[src/hdl/stl_pkg.sv]
// shared types, codes and character class functions for the source token lexer
`default_nettype none

package stl_pkg;

    localparam int BYTE_W  = 8;
    localparam int CLASS_W = 4;
    localparam int MODE_W  = 4;

    // scan modes
    localparam logic [MODE_W-1:0] MODE_IDLE   = 4'd0;
    localparam logic [MODE_W-1:0] MODE_ALNUM  = 4'd1;
    localparam logic [MODE_W-1:0] MODE_PUNCT  = 4'd2;
    localparam logic [MODE_W-1:0] MODE_PAIR2  = 4'd3;
    localparam logic [MODE_W-1:0] MODE_STRING = 4'd4;
    localparam logic [MODE_W-1:0] MODE_LINE   = 4'd5;
    localparam logic [MODE_W-1:0] MODE_BOPEN  = 4'd6;
    localparam logic [MODE_W-1:0] MODE_BLOCK  = 4'd7;
    localparam logic [MODE_W-1:0] MODE_BEND   = 4'd8;

    // token classes
    localparam logic [CLASS_W-1:0] CLS_ALNUM   = 4'd0;
    localparam logic [CLASS_W-1:0] CLS_PUNCT   = 4'd1;
    localparam logic [CLASS_W-1:0] CLS_SINGLE  = 4'd2;
    localparam logic [CLASS_W-1:0] CLS_PAIR    = 4'd3;
    localparam logic [CLASS_W-1:0] CLS_STRING  = 4'd4;
    localparam logic [CLASS_W-1:0] CLS_LINE    = 4'd5;
    localparam logic [CLASS_W-1:0] CLS_BLOCK   = 4'd6;
    localparam logic [CLASS_W-1:0] CLS_NEWLINE = 4'd7;
    localparam logic [CLASS_W-1:0] CLS_INVALID = 4'd8;

    // characters with a role of their own
    localparam logic [BYTE_W-1:0] CH_DQUOTE = 8'd34;
    localparam logic [BYTE_W-1:0] CH_DOLLAR = 8'd36;
    localparam logic [BYTE_W-1:0] CH_SLASH  = 8'h2F;
    localparam logic [BYTE_W-1:0] CH_STAR   = 8'h2A;
    localparam logic [BYTE_W-1:0] CH_NL     = 8'h0A;
    localparam logic [BYTE_W-1:0] CH_EQ     = 8'h3D;
    localparam logic [BYTE_W-1:0] CH_LT     = 8'h3C;
    localparam logic [BYTE_W-1:0] CH_GT     = 8'h3E;
    localparam logic [BYTE_W-1:0] CH_COLON  = 8'h3A;
    localparam logic [BYTE_W-1:0] CH_PLUS   = 8'h2B;
    localparam logic [BYTE_W-1:0] CH_MINUS  = 8'h2D;
    localparam logic [BYTE_W-1:0] CH_LBRK   = 8'h5B;
    localparam logic [BYTE_W-1:0] CH_RBRK   = 8'h5D;
    localparam logic [BYTE_W-1:0] CH_LPAR   = 8'h28;
    localparam logic [BYTE_W-1:0] CH_RPAR   = 8'h29;
    localparam logic [BYTE_W-1:0] CH_LBRACE = 8'h7B;
    localparam logic [BYTE_W-1:0] CH_RBRACE = 8'h7D;
    localparam logic [BYTE_W-1:0] CH_SPACE  = 8'h20;

    typedef struct packed {
        logic               emit;
        logic [CLASS_W-1:0] cls;
        logic               last;
        logic [MODE_W-1:0]  next_mode;
    } decision_t;

    function automatic logic is_blank(input logic [BYTE_W-1:0] c);
        return ((c >= 8'd9) && (c <= 8'd13) && (c != CH_NL)) || (c == CH_SPACE);
    endfunction

    function automatic logic is_alnum(input logic [BYTE_W-1:0] c);
        return ((c >= 8'h30) && (c <= 8'h39)) || ((c >= 8'h41) && (c <= 8'h5A))
            || ((c >= 8'h61) && (c <= 8'h7A));
    endfunction

    function automatic logic is_punct(input logic [BYTE_W-1:0] c);
        return (c >= 8'd33) && (c <= 8'd126) && !is_alnum(c);
    endfunction

    function automatic logic is_quote(input logic [BYTE_W-1:0] c);
        return (c == CH_DQUOTE) || (c == CH_DOLLAR);
    endfunction

    function automatic logic is_special(input logic [BYTE_W-1:0] c);
        return (c == CH_LT) || (c == CH_GT) || (c == CH_LBRK) || (c == CH_RBRK)
            || (c == CH_COLON) || (c == CH_LPAR) || (c == CH_RPAR) || (c == CH_LBRACE)
            || (c == CH_RBRACE) || (c == CH_EQ) || (c == CH_PLUS) || (c == CH_MINUS)
            || (c == CH_STAR) || (c == CH_SLASH);
    endfunction

    function automatic logic is_pair(input logic [BYTE_W-1:0] h,
                                     input logic [BYTE_W-1:0] n);
        logic res;
        if (n == CH_EQ)
        begin
            res = (h == CH_EQ) || (h == CH_PLUS) || (h == CH_MINUS)
               || (h == CH_STAR) || (h == CH_SLASH);
        end
        else
        begin
            res = (n == h) && ((h == CH_LT) || (h == CH_GT) || (h == CH_COLON)
               || (h == CH_PLUS) || (h == CH_MINUS));
        end
        return res;
    endfunction

endpackage

`default_nettype wire

[src/hdl/source_token_lexer_core.sv]
// top level of the source token lexer: lookahead register, decision and result register
//
//  channel  dir  tdata                  tuser                        tlast
//  s_*      in   stream_byte[7:0]       end_of_stream[0]             -
//  m_*      out  token_byte[7:0]        token_class[3:0],first[4]    last_of_token
//
// one word accepted per cycle while s_tready is high; a result appears in the cycle
// after the word completing its lookahead, so each output trails the input by one word
// the held byte, its first mark and the scan mode sit in registers between words
// reset clears the scan mode, the held flag and the result valid
// s_tready stays high while the result register is empty or being drained
`default_nettype none

module source_token_lexer_core (
    input  wire logic                        clk,
    input  wire logic                        rst_n,
    input  wire logic                        s_tvalid,
    output logic                             s_tready,
    input  wire logic [stl_pkg::BYTE_W-1:0]  s_tdata,   // stream_byte
    input  wire logic                        s_tuser,   // end_of_stream
    output logic                             m_tvalid,
    input  wire logic                        m_tready,
    output logic [stl_pkg::BYTE_W-1:0]       m_tdata,   // token_byte
    output logic [stl_pkg::CLASS_W:0]        m_tuser,   // token_class, first_of_token
    output logic                             m_tlast    // last_of_token
);
    import stl_pkg::*;

    logic [MODE_W-1:0]  mode_reg;
    logic [MODE_W-1:0]  mode_next;
    logic [BYTE_W-1:0]  held_reg;
    logic               held_valid_reg;
    logic               held_first_reg;
    logic               out_valid_reg;
    logic [BYTE_W-1:0]  out_byte_reg;
    logic [CLASS_W-1:0] out_cls_reg;
    logic               out_first_reg;
    logic               out_last_reg;
    logic               accept;
    logic               produce;
    decision_t          dec;

    stl_decide u_decide (
        .mode  (mode_reg),
        .held  (held_reg),
        .ahead (s_tdata),
        .eos   (s_tuser),
        .dec   (dec)
    );

    assign s_tready  = !out_valid_reg || m_tready;
    assign accept    = s_tvalid && s_tready;
    assign produce   = accept && held_valid_reg && dec.emit;
    assign mode_next = held_valid_reg ? dec.next_mode : mode_reg;

    always_ff @(posedge clk or negedge rst_n)
    begin
        if (!rst_n)
        begin
            mode_reg       <= MODE_IDLE;
            held_valid_reg <= 1'b0;
            held_first_reg <= 1'b0;
            held_reg       <= '0;
            out_valid_reg  <= 1'b0;
        end
        else
        begin
            if (accept)
            begin
                if (s_tuser)
                begin
                    mode_reg       <= MODE_IDLE;
                    held_valid_reg <= 1'b0;
                    held_first_reg <= 1'b0;
                    held_reg       <= '0;
                end
                else
                begin
                    mode_reg       <= mode_next;
                    held_valid_reg <= 1'b1;
                    held_first_reg <= (mode_next == MODE_IDLE);
                    held_reg       <= s_tdata;
                end
            end
            if (produce)
            begin
                out_valid_reg <= 1'b1;
            end
            else if (m_tready)
            begin
                out_valid_reg <= 1'b0;
            end
        end
    end

    always_ff @(posedge clk)
    begin
        if (produce)
        begin
            out_byte_reg  <= held_reg;
            out_cls_reg   <= dec.cls;
            out_first_reg <= held_first_reg;
            out_last_reg  <= dec.last;
        end
    end

    assign m_tvalid = out_valid_reg;
    assign m_tdata  = out_byte_reg;
    assign m_tuser  = {out_first_reg, out_cls_reg};
    assign m_tlast  = out_last_reg;

endmodule

`default_nettype wire

[src/hdl/stl_decide.sv]
// decides the held byte against its lookahead: emit, class, end mark and next scan mode
`default_nettype none

module stl_decide (
    input  wire logic [stl_pkg::MODE_W-1:0] mode,
    input  wire logic [stl_pkg::BYTE_W-1:0] held,
    input  wire logic [stl_pkg::BYTE_W-1:0] ahead,
    input  wire logic                       eos,
    output stl_pkg::decision_t              dec
);
    import stl_pkg::*;

    logic              la_alnum;
    logic              la_punct;
    logic              la_nl;
    logic              la_slash;
    logic              la_star;
    logic              la_pair;
    logic [MODE_W-1:0] nm;

    assign la_alnum = !eos && is_alnum(ahead);
    assign la_punct = !eos && is_punct(ahead);
    assign la_nl    = !eos && (ahead == CH_NL);
    assign la_slash = !eos && (ahead == CH_SLASH);
    assign la_star  = !eos && (ahead == CH_STAR);
    assign la_pair  = !eos && is_pair(held, ahead);

    always_comb
    begin
        dec.emit = 1'b1;
        dec.cls  = CLS_ALNUM;
        dec.last = 1'b0;
        nm       = MODE_IDLE;
        unique case (mode)
            MODE_ALNUM:
            begin
                dec.cls  = CLS_ALNUM;
                dec.last = !la_alnum;
                nm       = la_alnum ? MODE_ALNUM : MODE_IDLE;
            end
            MODE_PUNCT:
            begin
                dec.cls  = CLS_PUNCT;
                dec.last = !la_punct;
                nm       = la_punct ? MODE_PUNCT : MODE_IDLE;
            end
            MODE_PAIR2:
            begin
                dec.cls  = CLS_PAIR;
                dec.last = 1'b1;
            end
            MODE_STRING:
            begin
                dec.cls  = CLS_STRING;
                dec.last = is_quote(held) || eos;
                nm       = dec.last ? MODE_IDLE : MODE_STRING;
            end
            MODE_LINE:
            begin
                dec.cls  = CLS_LINE;
                dec.last = la_nl || eos;
                nm       = dec.last ? MODE_IDLE : MODE_LINE;
            end
            MODE_BOPEN:
            begin
                dec.cls  = CLS_BLOCK;
                dec.last = eos;
                nm       = MODE_BLOCK;
            end
            MODE_BLOCK:
            begin
                dec.cls = CLS_BLOCK;
                if ((held == CH_STAR) && la_slash)
                begin
                    nm = MODE_BEND;
                end
                else
                begin
                    dec.last = eos;
                    nm       = MODE_BLOCK;
                end
            end
            MODE_BEND:
            begin
                dec.cls  = CLS_BLOCK;
                dec.last = 1'b1;
            end
            default:
            begin
                if (is_blank(held))
                begin
                    dec.emit = 1'b0;
                end
                else if ((held == CH_SLASH) && la_slash)
                begin
                    dec.cls = CLS_LINE;
                    nm      = MODE_LINE;
                end
                else if ((held == CH_SLASH) && la_star)
                begin
                    dec.cls = CLS_BLOCK;
                    nm      = MODE_BOPEN;
                end
                else if (held == CH_NL)
                begin
                    dec.cls  = CLS_NEWLINE;
                    dec.last = 1'b1;
                end
                else if (is_alnum(held))
                begin
                    dec.cls  = CLS_ALNUM;
                    dec.last = !la_alnum;
                    nm       = la_alnum ? MODE_ALNUM : MODE_IDLE;
                end
                else if (is_quote(held))
                begin
                    dec.cls  = CLS_STRING;
                    dec.last = eos;
                    nm       = MODE_STRING;
                end
                else if (is_special(held))
                begin
                    if (la_pair)
                    begin
                        dec.cls = CLS_PAIR;
                        nm      = MODE_PAIR2;
                    end
                    else
                    begin
                        dec.cls  = CLS_SINGLE;
                        dec.last = 1'b1;
                    end
                end
                else if (is_punct(held))
                begin
                    dec.cls  = CLS_PUNCT;
                    dec.last = !la_punct;
                    nm       = la_punct ? MODE_PUNCT : MODE_IDLE;
                end
                else
                begin
                    dec.cls  = CLS_INVALID;
                    dec.last = 1'b1;
                end
            end
        endcase
        dec.next_mode = eos ? MODE_IDLE : nm;
    end

endmodule

`default_nettype wire

[config.mk]
export PLATFORM = sky130hd
export DESIGN_NAME = source_token_lexer_core
export DESIGN_NICKNAME = d
export VERILOG_FILES = /design/src/hdl/stl_pkg.sv /design/src/hdl/source_token_lexer_core.sv /design/src/hdl/stl_decide.sv
export SDC_FILE = /design/constraint.sdc
export NUM_CORES = 1
export LEC_CHECK = 0
export BUFFER_PORTS_ARGS = -buffer_cell sky130_fd_sc_hd__buf_2
export CAP_MARGIN = 30
export CORE_UTILIZATION = 62
export CTS_BUF_LIST = sky130_fd_sc_hd__clkbuf_8 sky130_fd_sc_hd__clkbuf_16
export DETAILED_ROUTE_END_ITERATION = 7
export PLACE_DENSITY_LB_ADDON = 0.25
export SLEW_MARGIN = 25
export SYNTH_ARGS = -nofsm -noshare
export SYNTH_HDL_FRONTEND = slang
export SYNTH_HIERARCHICAL = 1
export SYNTH_SLANG_ARGS = --single-unit
export TNS_END_PERCENT = 20
[constraint.sdc]
create_clock -name clk -period 6.8 [get_ports clk]
set_input_delay 1.02 -clock clk [delete_from_list [all_inputs] [get_ports clk]]
set_output_delay 1.02 -clock clk [all_outputs]
set_load 0.005 [all_outputs]
### After elaboration in Yosys (flattened, before gate mapping)

Index checks and enable logic that the tools add are counted.

* register bits after elaboration: 29
* latch bits: 0
* bits in writable memories: 0
* bits in read-only memories: 0
* bits of input ports: 13
* output and inout bits: 16
* logic and storage cells: 163
* memories: 0

* $add $sub $neg: 0
* multipliers: 0
* divide/modulo/power cells: 0
* magnitude comparators: 18
* equality and inequality tests: 32
* shift operators: 0
* multiplexer cells: 40
* bitwise operators: 0
* reduce and logical (&&, ||, !) cells: 64

Operator list (count)
* == test 8 x 6 -> 1 bit (second input constant): 16
* 2-to-1 mux 4 bit: 14
* less-or-equal comparator 8 x 7 -> 1 bit (second input constant): 6
* case mux 5 bit (8 select lines): 1
* == test 8 x 7 -> 1 bit (second input constant): 4
* greater-or-equal comparator 8 x 6 -> 1 bit (second input constant): 4
* greater-or-equal comparator 8 x 7 -> 1 bit (second input constant): 4
* 2-to-1 mux 5 bit: 6
* logical OR 1 bit: 29
* case mux 4 bit (7 select lines): 1
* logical AND 1 bit: 25
* == test 4 x 3 -> 1 bit (second input constant): 4
* == test 8 x 4 -> 1 bit (second input constant): 2
* less-or-equal comparator 8 x 6 -> 1 bit (second input constant): 2
* 2-to-1 mux 1 bit: 13
* == test 4 x 2 -> 1 bit (second input constant): 2
* == test 8 bit: 1
* greater-or-equal comparator 8 x 4 -> 1 bit (second input constant): 1
* less-or-equal comparator 8 x 4 -> 1 bit (second input constant): 1
* 2-to-1 mux 8 bit: 1
* inequality test 8 x 4 -> 1 bit (second input constant): 1
* OR reduction 8 bit: 1
* logical NOT 1 bit: 6
* 2-to-1 mux 3 bit: 2
* 6 further kinds: 7

### Depth between registers and ports, before layout

Gate-level depths: netlist (run 1).

* word-level depth: 26
* depth in mapped cells: 10

### Modules after synthesis

Netlist (run 1), hierarchy kept.

Modules (own cells, without submodules)
* source_token_lexer_core: instances 1, cells each 77, area each 1183.6 µm², sequential area each 795.8 µm²
* stl_decide: instances 1, cells each 158, area each 954.7 µm², sequential area each 0.0 µm²

### Worst setup path after synthesis (run 1)

Ideal clock, no wire load.

* path kind: input to register
* start point: input port s_tdata[1] (netlist bit)
* end point: register held_first_reg
* library setup time: 0.124 ns
* data arrival time: 2.698 ns
* data required time: 6.676 ns
* setup slack: 3.977 ns
* stages: 10
* cells stage by stage: clkbuf_1 a21oi_1 o32ai_1 o31a_2 or3_1 and3_1 nor3_1 nor4_1 a22oi_1 a21oi_1

RTL lines
* from (decl): line source_token_lexer_core.sv:19 `input wire logic [stl_pkg::BYTE_W-1:0] s_tdata,`
* to (signal assigned): line source_token_lexer_core.sv:81 `held_first_reg <= (mode_next == MODE_IDLE);`
* to (decl): line source_token_lexer_core.sv:33 `logic held_first_reg;`

==> results.sh, run 1 <==
export IMPL_slew_limit_headroom=0.4951
export IMPL_period_share=0.4369
export IMPL_status="finished clean"
export IMPL_async_reset_ff_frac=0.5172
export IMPL_reg2reg_from="held_reg[2]$_DFFE_PN0P_"
export IMPL_synth_edff_count=14
export IMPL_dp_cells=290
export IMPL_syn_area_per_cell_sq_um=9.099
export IMPL_die_w_um=60.73
export IMPL_drt_initial_drc_count=150
export IMPL_synth_area_leaders="edfxtp_1 (20%), dfrtp_1 (18%), nor2b_1 (4.4%)"
export IMPL_insertedDiodeCount=0
export IMPL_clock_path_buffers=2
export IMPL_crit_path_end_kind="flop"
export IMPL_area_growth_pct=8.835
export IMPL_wl_per_cell_um=16.79
export IMPL_drive_above_1_share=0.2087
export IMPL_track_usage=0.3000
export IMPL_tns_ns=0
export IMPL_cts_hold_buf=0
export IMPL_clockRootBuffer="clkbuf_8"
export IMPL_layout_nets=266
export IMPL_antenna_found_initial=0
export IMPL_stdcell_area_sq_um=2327
export IMPL_post_cts_repair_setup_buffers=0
export IMPL_grt_pass1_vias=1686
export IMPL_drv_cap=0
export IMPL_hold_violations=0
export IMPL_final_cell_mix="buf_2 (28), a21oi_1 (18), nor2_1 (17), nor2b_1 (15), dfrtp_1 (15)"
export IMPL_num_vias=1927
export IMPL_startpoint_type="input port"
export IMPL_cts_tree="yes"
export IMPL_drt_total_wl_um=5002
export IMPL_tightestPinTransition_ns=0.7573
export IMPL_critPathKind="in -> reg"
export IMPL_core_area_sq_um=3153
export IMPL_required_ns=7.01
export IMPL_place_port_buffers=28
export IMPL_placed_area_sq_um=2237
export IMPL_grt_max_degree=25
export IMPL_die_area_sq_um=3688
export IMPL_dpl_hpwl_um=3456
export IMPL_drcViolationCount=0
export IMPL_yosysTopAreaCellShare=0.1966
export IMPL_crit_fanout=24
export IMPL_die_h_um=60.73
export IMPL_crit_path_start="s_tuser"
export IMPL_rrSetupSlack_ns=4.04
export IMPL_yosys_register_bits=29
export IMPL_ys_seq_area_frac=0.3721
export IMPL_postRouteAntennaNets=0
export IMPL_vias_per_cell=6.466
export IMPL_overflow=0
export IMPL_numCtsBuffers=5
export IMPL_yosys_area_top_type="edfxtp_1"
export IMPL_timing_rr_end="held_first_reg$_DFFE_PN0P_"
export IMPL_synth_cell_types=57
export IMPL_insertion_delay_ns=0.29
export IMPL_stdcell_count=298
export IMPL_ios=29
export IMPL_finalSetupViolCount=0
export IMPL_firstDrtPassIters=5
export IMPL_fin_crit_ns=2.971
export IMPL_final_setup_skew_ns=0.008392
export IMPL_cp_arrival_ns=3.18
export IMPL_start_util=0.6782
export IMPL_rsz0062_at_grt="no"
export IMPL_clock_sinks=29
export IMPL_slew_viol_final=0
export IMPL_fill_cells=245
export IMPL_final_common_cell="buf_2"
export IMPL_ff2ff_path_depth=9
export IMPL_hp_start="held_first_reg$_DFFE_PN0P_"
export IMPL_gp_congestion=0.9261
export IMPL_power_per_cell_area_nw_per_um2=239.9
export IMPL_row_count=20
export IMPL_ys_flop_type="dfrtp_1"
export IMPL_power_leakage_nw=0.9117
export IMPL_synthCells=235
export IMPL_syn_nets=248
export IMPL_fmax_ghz=0.3366
export IMPL_clk_pin_slew_worst_paths_ns=0.06
export IMPL_grt_pass1_wl_um=8073
export IMPL_max_vdd_ir_drop_v=0.0001721
export IMPL_min_path_type="reg -> reg"
export IMPL_synth_warning_count=6
export IMPL_ctsResizeCount=0
export IMPL_synth_area_sq_um=2138
export IMPL_htreeDepth=2
export IMPL_cp_endpoint="held_first_reg$_DFFE_PN0P_"
-- worst min-delay path by stage --
stage	slack (ns)	endpoint	cells past startpoint
floorplan	0.43	out_first_reg$_DFFE_PP_	0
global placement	0.45	out_first_reg$_DFFE_PP_	0
detailed placement	0.45	out_first_reg$_DFFE_PP_	0
CTS	0.46	out_first_reg$_DFFE_PP_	0
global route	0.48	out_first_reg$_DFFE_PP_	0
finish	0.46	out_first_reg$_DFFE_PP_	0
-- layer usage --
layer	track usage	part of all wire	up-vias
li1	-	-	923
met1	0.4239	0.45	897
met2	0.4600	0.47	98
met3	0.06183	0.074	9
met4	0.1039	0.011	0
met5	0	0	-
-- cell usage after synthesis (6+ instances only) --
cell type	count
a21oi_1	18
inv_1	7
nor3_1	8
edfxtp_1	14
buf_2	8
nand2b_1	6
o21ai_0	12
nand3_1	9
mux2_4	6
nor2_1	17
nor2b_1	15
nand2_1	12
dfrtp_1	15
-- critical path, stage by stage --
cell	delay [ns]
buf_2	0.24
nor4b_1	0.50
nand3_1	0.20
o21ai_0	0.31
a221oi_1	0.14
nor2_1	0.14
nor3_1	0.07
nor4_1	0.26
a22oi_1	0.13
a21oi_1	0.17
-- final cells by class --
type / count / area (sq um) / share of cell area
multi-input combinational: 182 / 1220 / 0.5242
sequential: 29 / 795.8 / 0.3419
timing repair buffer: 28 / 140.1 / 0.06021
clock buffer: 6 / 82.58 / 0.03548
tap: 44 / 55.05 / 0.02366
inverter: 7 / 26.28 / 0.01129
clock inverter: 2 / 7.507 / 0.003226
-- where the power goes --
| group | switching (mW) | total, mW | leakage (nW) | internal [mW] |
|---|---|---|---|---|
| registers | 0.0376 | 0.252 | 0.326 | 0.215 |
| logic | 0.0866 | 0.165 | 0.532 | 0.0783 |
| clock network | 0.0618 | 0.141 | 0.0538 | 0.0792 |
| total | 0.186 | 0.558 | 0.912 | 0.372 |
-- per-stage QoR --
| stage | utilization | power (mW) | hold WS (ns) | setup WS (ns) |
|---|---|---|---|---|
| 2_1_floorplan | - | 0.3745 | 0.4257 | 3.977 |
| 3_3_place_gp | 0.7095 | 0.4138 | 0.4537 | 3.690 |
| 3_5_place_dp | 0.7095 | 0.4163 | 0.4462 | 3.626 |
| 4_1_cts | 0.7381 | 0.5579 | 0.4596 | 3.909 |
| 5_1_grt | 0.7381 | 0.5901 | 0.4755 | 3.712 |
| 6_report | 0.7381 | 0.5584 | 0.4612 | 3.829 |
-- cells by family (layout without fill, tap and decap cells) --
family	count (synthesis)	after routing	synth area share
muxes	8	8	0.05266
xor gates and xnor gates	5	5	0.02048
AOI/OAI and AO/OA	65	65	0.2148
DFF	29	29	0.3721
and+or+nand+nor	104	104	0.2826
buffers and inverters	24	43	0.05734
Note: power is estimated with default switching activity, not from simulation.
==> run 2: changes to the inputs <==
--- a/config.mk
+++ b/config.mk
@@ -7,7 +7,7 @@
 export LEC_CHECK = 0
 export BUFFER_PORTS_ARGS = -buffer_cell sky130_fd_sc_hd__buf_2
 export CAP_MARGIN = 30
-export CORE_UTILIZATION = 62
+export CORE_UTILIZATION = 58
 export CTS_BUF_LIST = sky130_fd_sc_hd__clkbuf_8 sky130_fd_sc_hd__clkbuf_16
 export DETAILED_ROUTE_END_ITERATION = 7
 export PLACE_DENSITY_LB_ADDON = 0.25
==> constraint.sdc (replaced) <==
create_clock -name clk -period 3 [get_ports clk]
set_input_delay 0.45 -clock clk [delete_from_list [all_inputs] [get_ports clk]]
set_output_delay 0.45 -clock clk [all_outputs]
set_load 0.005 [all_outputs]
==> run 2 against run 1 <==
  * Combinational power rose by 130%
  * Clock skew fell by 0.0032 ns
  * Clock power rose by 110%
  * First-iteration DRC count rose by 27%
  * Power rose by 120%
  * Global-route usage fell by 3.1 points
  * Utilization fell by 5.7 points
==> results.sh, run 2 (same netlist as run 1, synthesis figures left out) <==
export IMPL_slew_limit_headroom=0.5563
export IMPL_top_usage_layer="met2"
export IMPL_post_place_ws_ns=0.3688
export IMPL_slew_viol_final=0
export IMPL_final_common_cell="buf_2"
export IMPL_cts_tree="yes"
export IMPL_cts_hold_buf=0
export IMPL_crit_family="simple AND/OR/NAND/NOR gates"
export IMPL_die_area_sq_um=3934
export IMPL_power_leakage_nw=0.9222
export IMPL_cpPeakStageDelay_ns=0.71
export IMPL_fmax_ghz=0.3699
export IMPL_period_share=0.9011
export IMPL_die_w_um=62.72
export IMPL_firstDrtPassIters=5
export IMPL_finalSetupViolCount=0
export IMPL_clock_sinks=29
export IMPL_finish_utilization=0.6812
export IMPL_clk_pin_slew_worst_paths_ns=0.06
export IMPL_row_count=21
export IMPL_ios=29
export IMPL_ff2ff_path_depth=9
export IMPL_timing_hold_ws_ns=0.06160
export IMPL_startpoint_type="flop"
export IMPL_overflow=0
export IMPL_cp_slowest_cell="or4b_2"
export IMPL_start_util=0.6212
export IMPL_use_met2=0.3954
export IMPL_numCtsBuffers=5
export IMPL_dpl_hpwl_um=3416
export IMPL_crit_fanout=14
export IMPL_max_vdd_ir_drop_v=0.0003187
export IMPL_crit_top_cell="a21oi_1"
export IMPL_layout_nets=269
export IMPL_cp_arrival_ns=2.91
export IMPL_drt_total_wl_um=4873
export IMPL_rsz0062_at_grt="no"
export IMPL_grtUsageMet1=0.3943
export IMPL_hold_violations=0
export IMPL_gp_congestion=0.9940
export IMPL_ctsResizeCount=0
export IMPL_critPathKind="reg -> reg"
export IMPL_drv_cap=0
export IMPL_grt_pass1_vias=1631
export IMPL_final_cell_mix="buf_2 (28), a21oi_1 (18), nor2_1 (17), nor2b_1 (15), dfrtp_1 (15)"
export IMPL_path_cells="or4b_2 -> a21oi_1 -> o21ai_0 -> or2_2 -> nand2b_1 -> nor3_1 -> nor4_1 -> a22oi_1 -> a21oi_1"
export IMPL_drcViolationCount=0
export IMPL_fin_crit_ns=2.703
export IMPL_cp_depth=9
export IMPL_required_ns=3.21
export IMPL_die_h_um=62.72
export IMPL_tightestPinTransition_ns=0.6656
export IMPL_fin_ws_ns=0.2968
export IMPL_tns_ns=0
export IMPL_num_vias=1939
export IMPL_multi_input_area_sq_um=1220
export IMPL_track_usage=0.2689
export IMPL_htreeDepth=2
export IMPL_fill_cells=295
export IMPL_worst_path_buf_inv=0
export IMPL_clockRootBuffer="clkbuf_8"
export IMPL_final_setup_skew_ns=0.005191
export IMPL_post_cts_repair_setup_buffers=0
export IMPL_place_port_buffers=28
export IMPL_postRouteAntennaNets=0
export IMPL_status="finished clean"
export IMPL_antenna_found_initial=0
export IMPL_grt_max_degree=19
export IMPL_drt_initial_drc_count=191
export IMPL_vias_per_cell=6.399
export IMPL_power_per_cell_area_nw_per_um2=533.3
export IMPL_use_met3=0.04562
export IMPL_clock_path_buffers=2
export IMPL_crit_path_end_kind="flop"
export IMPL_area_growth_pct=9.655
export IMPL_grt_pass1_wl_um=8238
export IMPL_drive_above_1_share=0.2218
export IMPL_insertedDiodeCount=0
export IMPL_wl_per_cell_um=16.08
export IMPL_seq_area_sq_um=795.8
export IMPL_min_path_type="in -> async"
export IMPL_core_area_sq_um=3442
export IMPL_insertion_delay_ns=0.28
-- run 2: cell types whose count changed in the layout (fill, tap and decap cells not counted) --
cell	delta
clkbuf_8	-1
clkinv_2	+2
inv_1	-1
buf_4	+3
-- run 2: final cells by class --
cell class              count  area share
well taps                  46     0.02455
clock buffers               5     0.02935
inverters                   7     0.01121
multi-input cells         182      0.5203
clock inverters             3    0.005870
flip-flops and latches     29      0.3394
repair buffers             31     0.06937
-- run 2: through the flow --
stage,power (mW),instances,area [sq um]
floorplan,0.8488,235,2138
global placement,0.9429,295,2262
detailed placement,0.9475,295,2262
CTS,1.255,303,2345
global route,1.324,303,2345
finish,1.250,303,2345
-- run 2: routing by layer --
metal  routed length, um  up-vias
met5                   0        -
met3                 390        9
met4                  69        0
li1                    -      924
met1                2257      905
met2                2155      101
-- run 2: worst paths after layout --
check | startpoint | endpoint | slack, ns
hold reg to reg | held_first_reg$_DFFE_PN0P_ | out_first_reg$_DFFE_PP_ | 0.47
max in group asynchronous | rst_n | held_reg[7]$_DFFE_PN0P_ | 2.69
min in group clk | held_first_reg$_DFFE_PN0P_ | out_first_reg$_DFFE_PP_ | 0.47
setup / recovery | held_reg[0]$_DFFE_PN0P_ | held_first_reg$_DFFE_PN0P_ | 0.30
setup reg to reg | held_reg[0]$_DFFE_PN0P_ | held_first_reg$_DFFE_PN0P_ | 0.30
hold / removal | rst_n | held_reg[0]$_DFFE_PN0P_ | 0.06
-- run 2: worst reg2reg max path: cells and delay by family, from the launching register on --
kind	cells	cell delay [ns]
flip-flops	1	0.52
AO/OA/AOI/OAI	4	0.60
AND/OR/NAND/NOR	5	1.50
-- run 2: where the power goes --
group          switching (mW)  internal [mW]
logic                   0.200          0.183
clock network           0.144          0.157
registers              0.0805          0.487
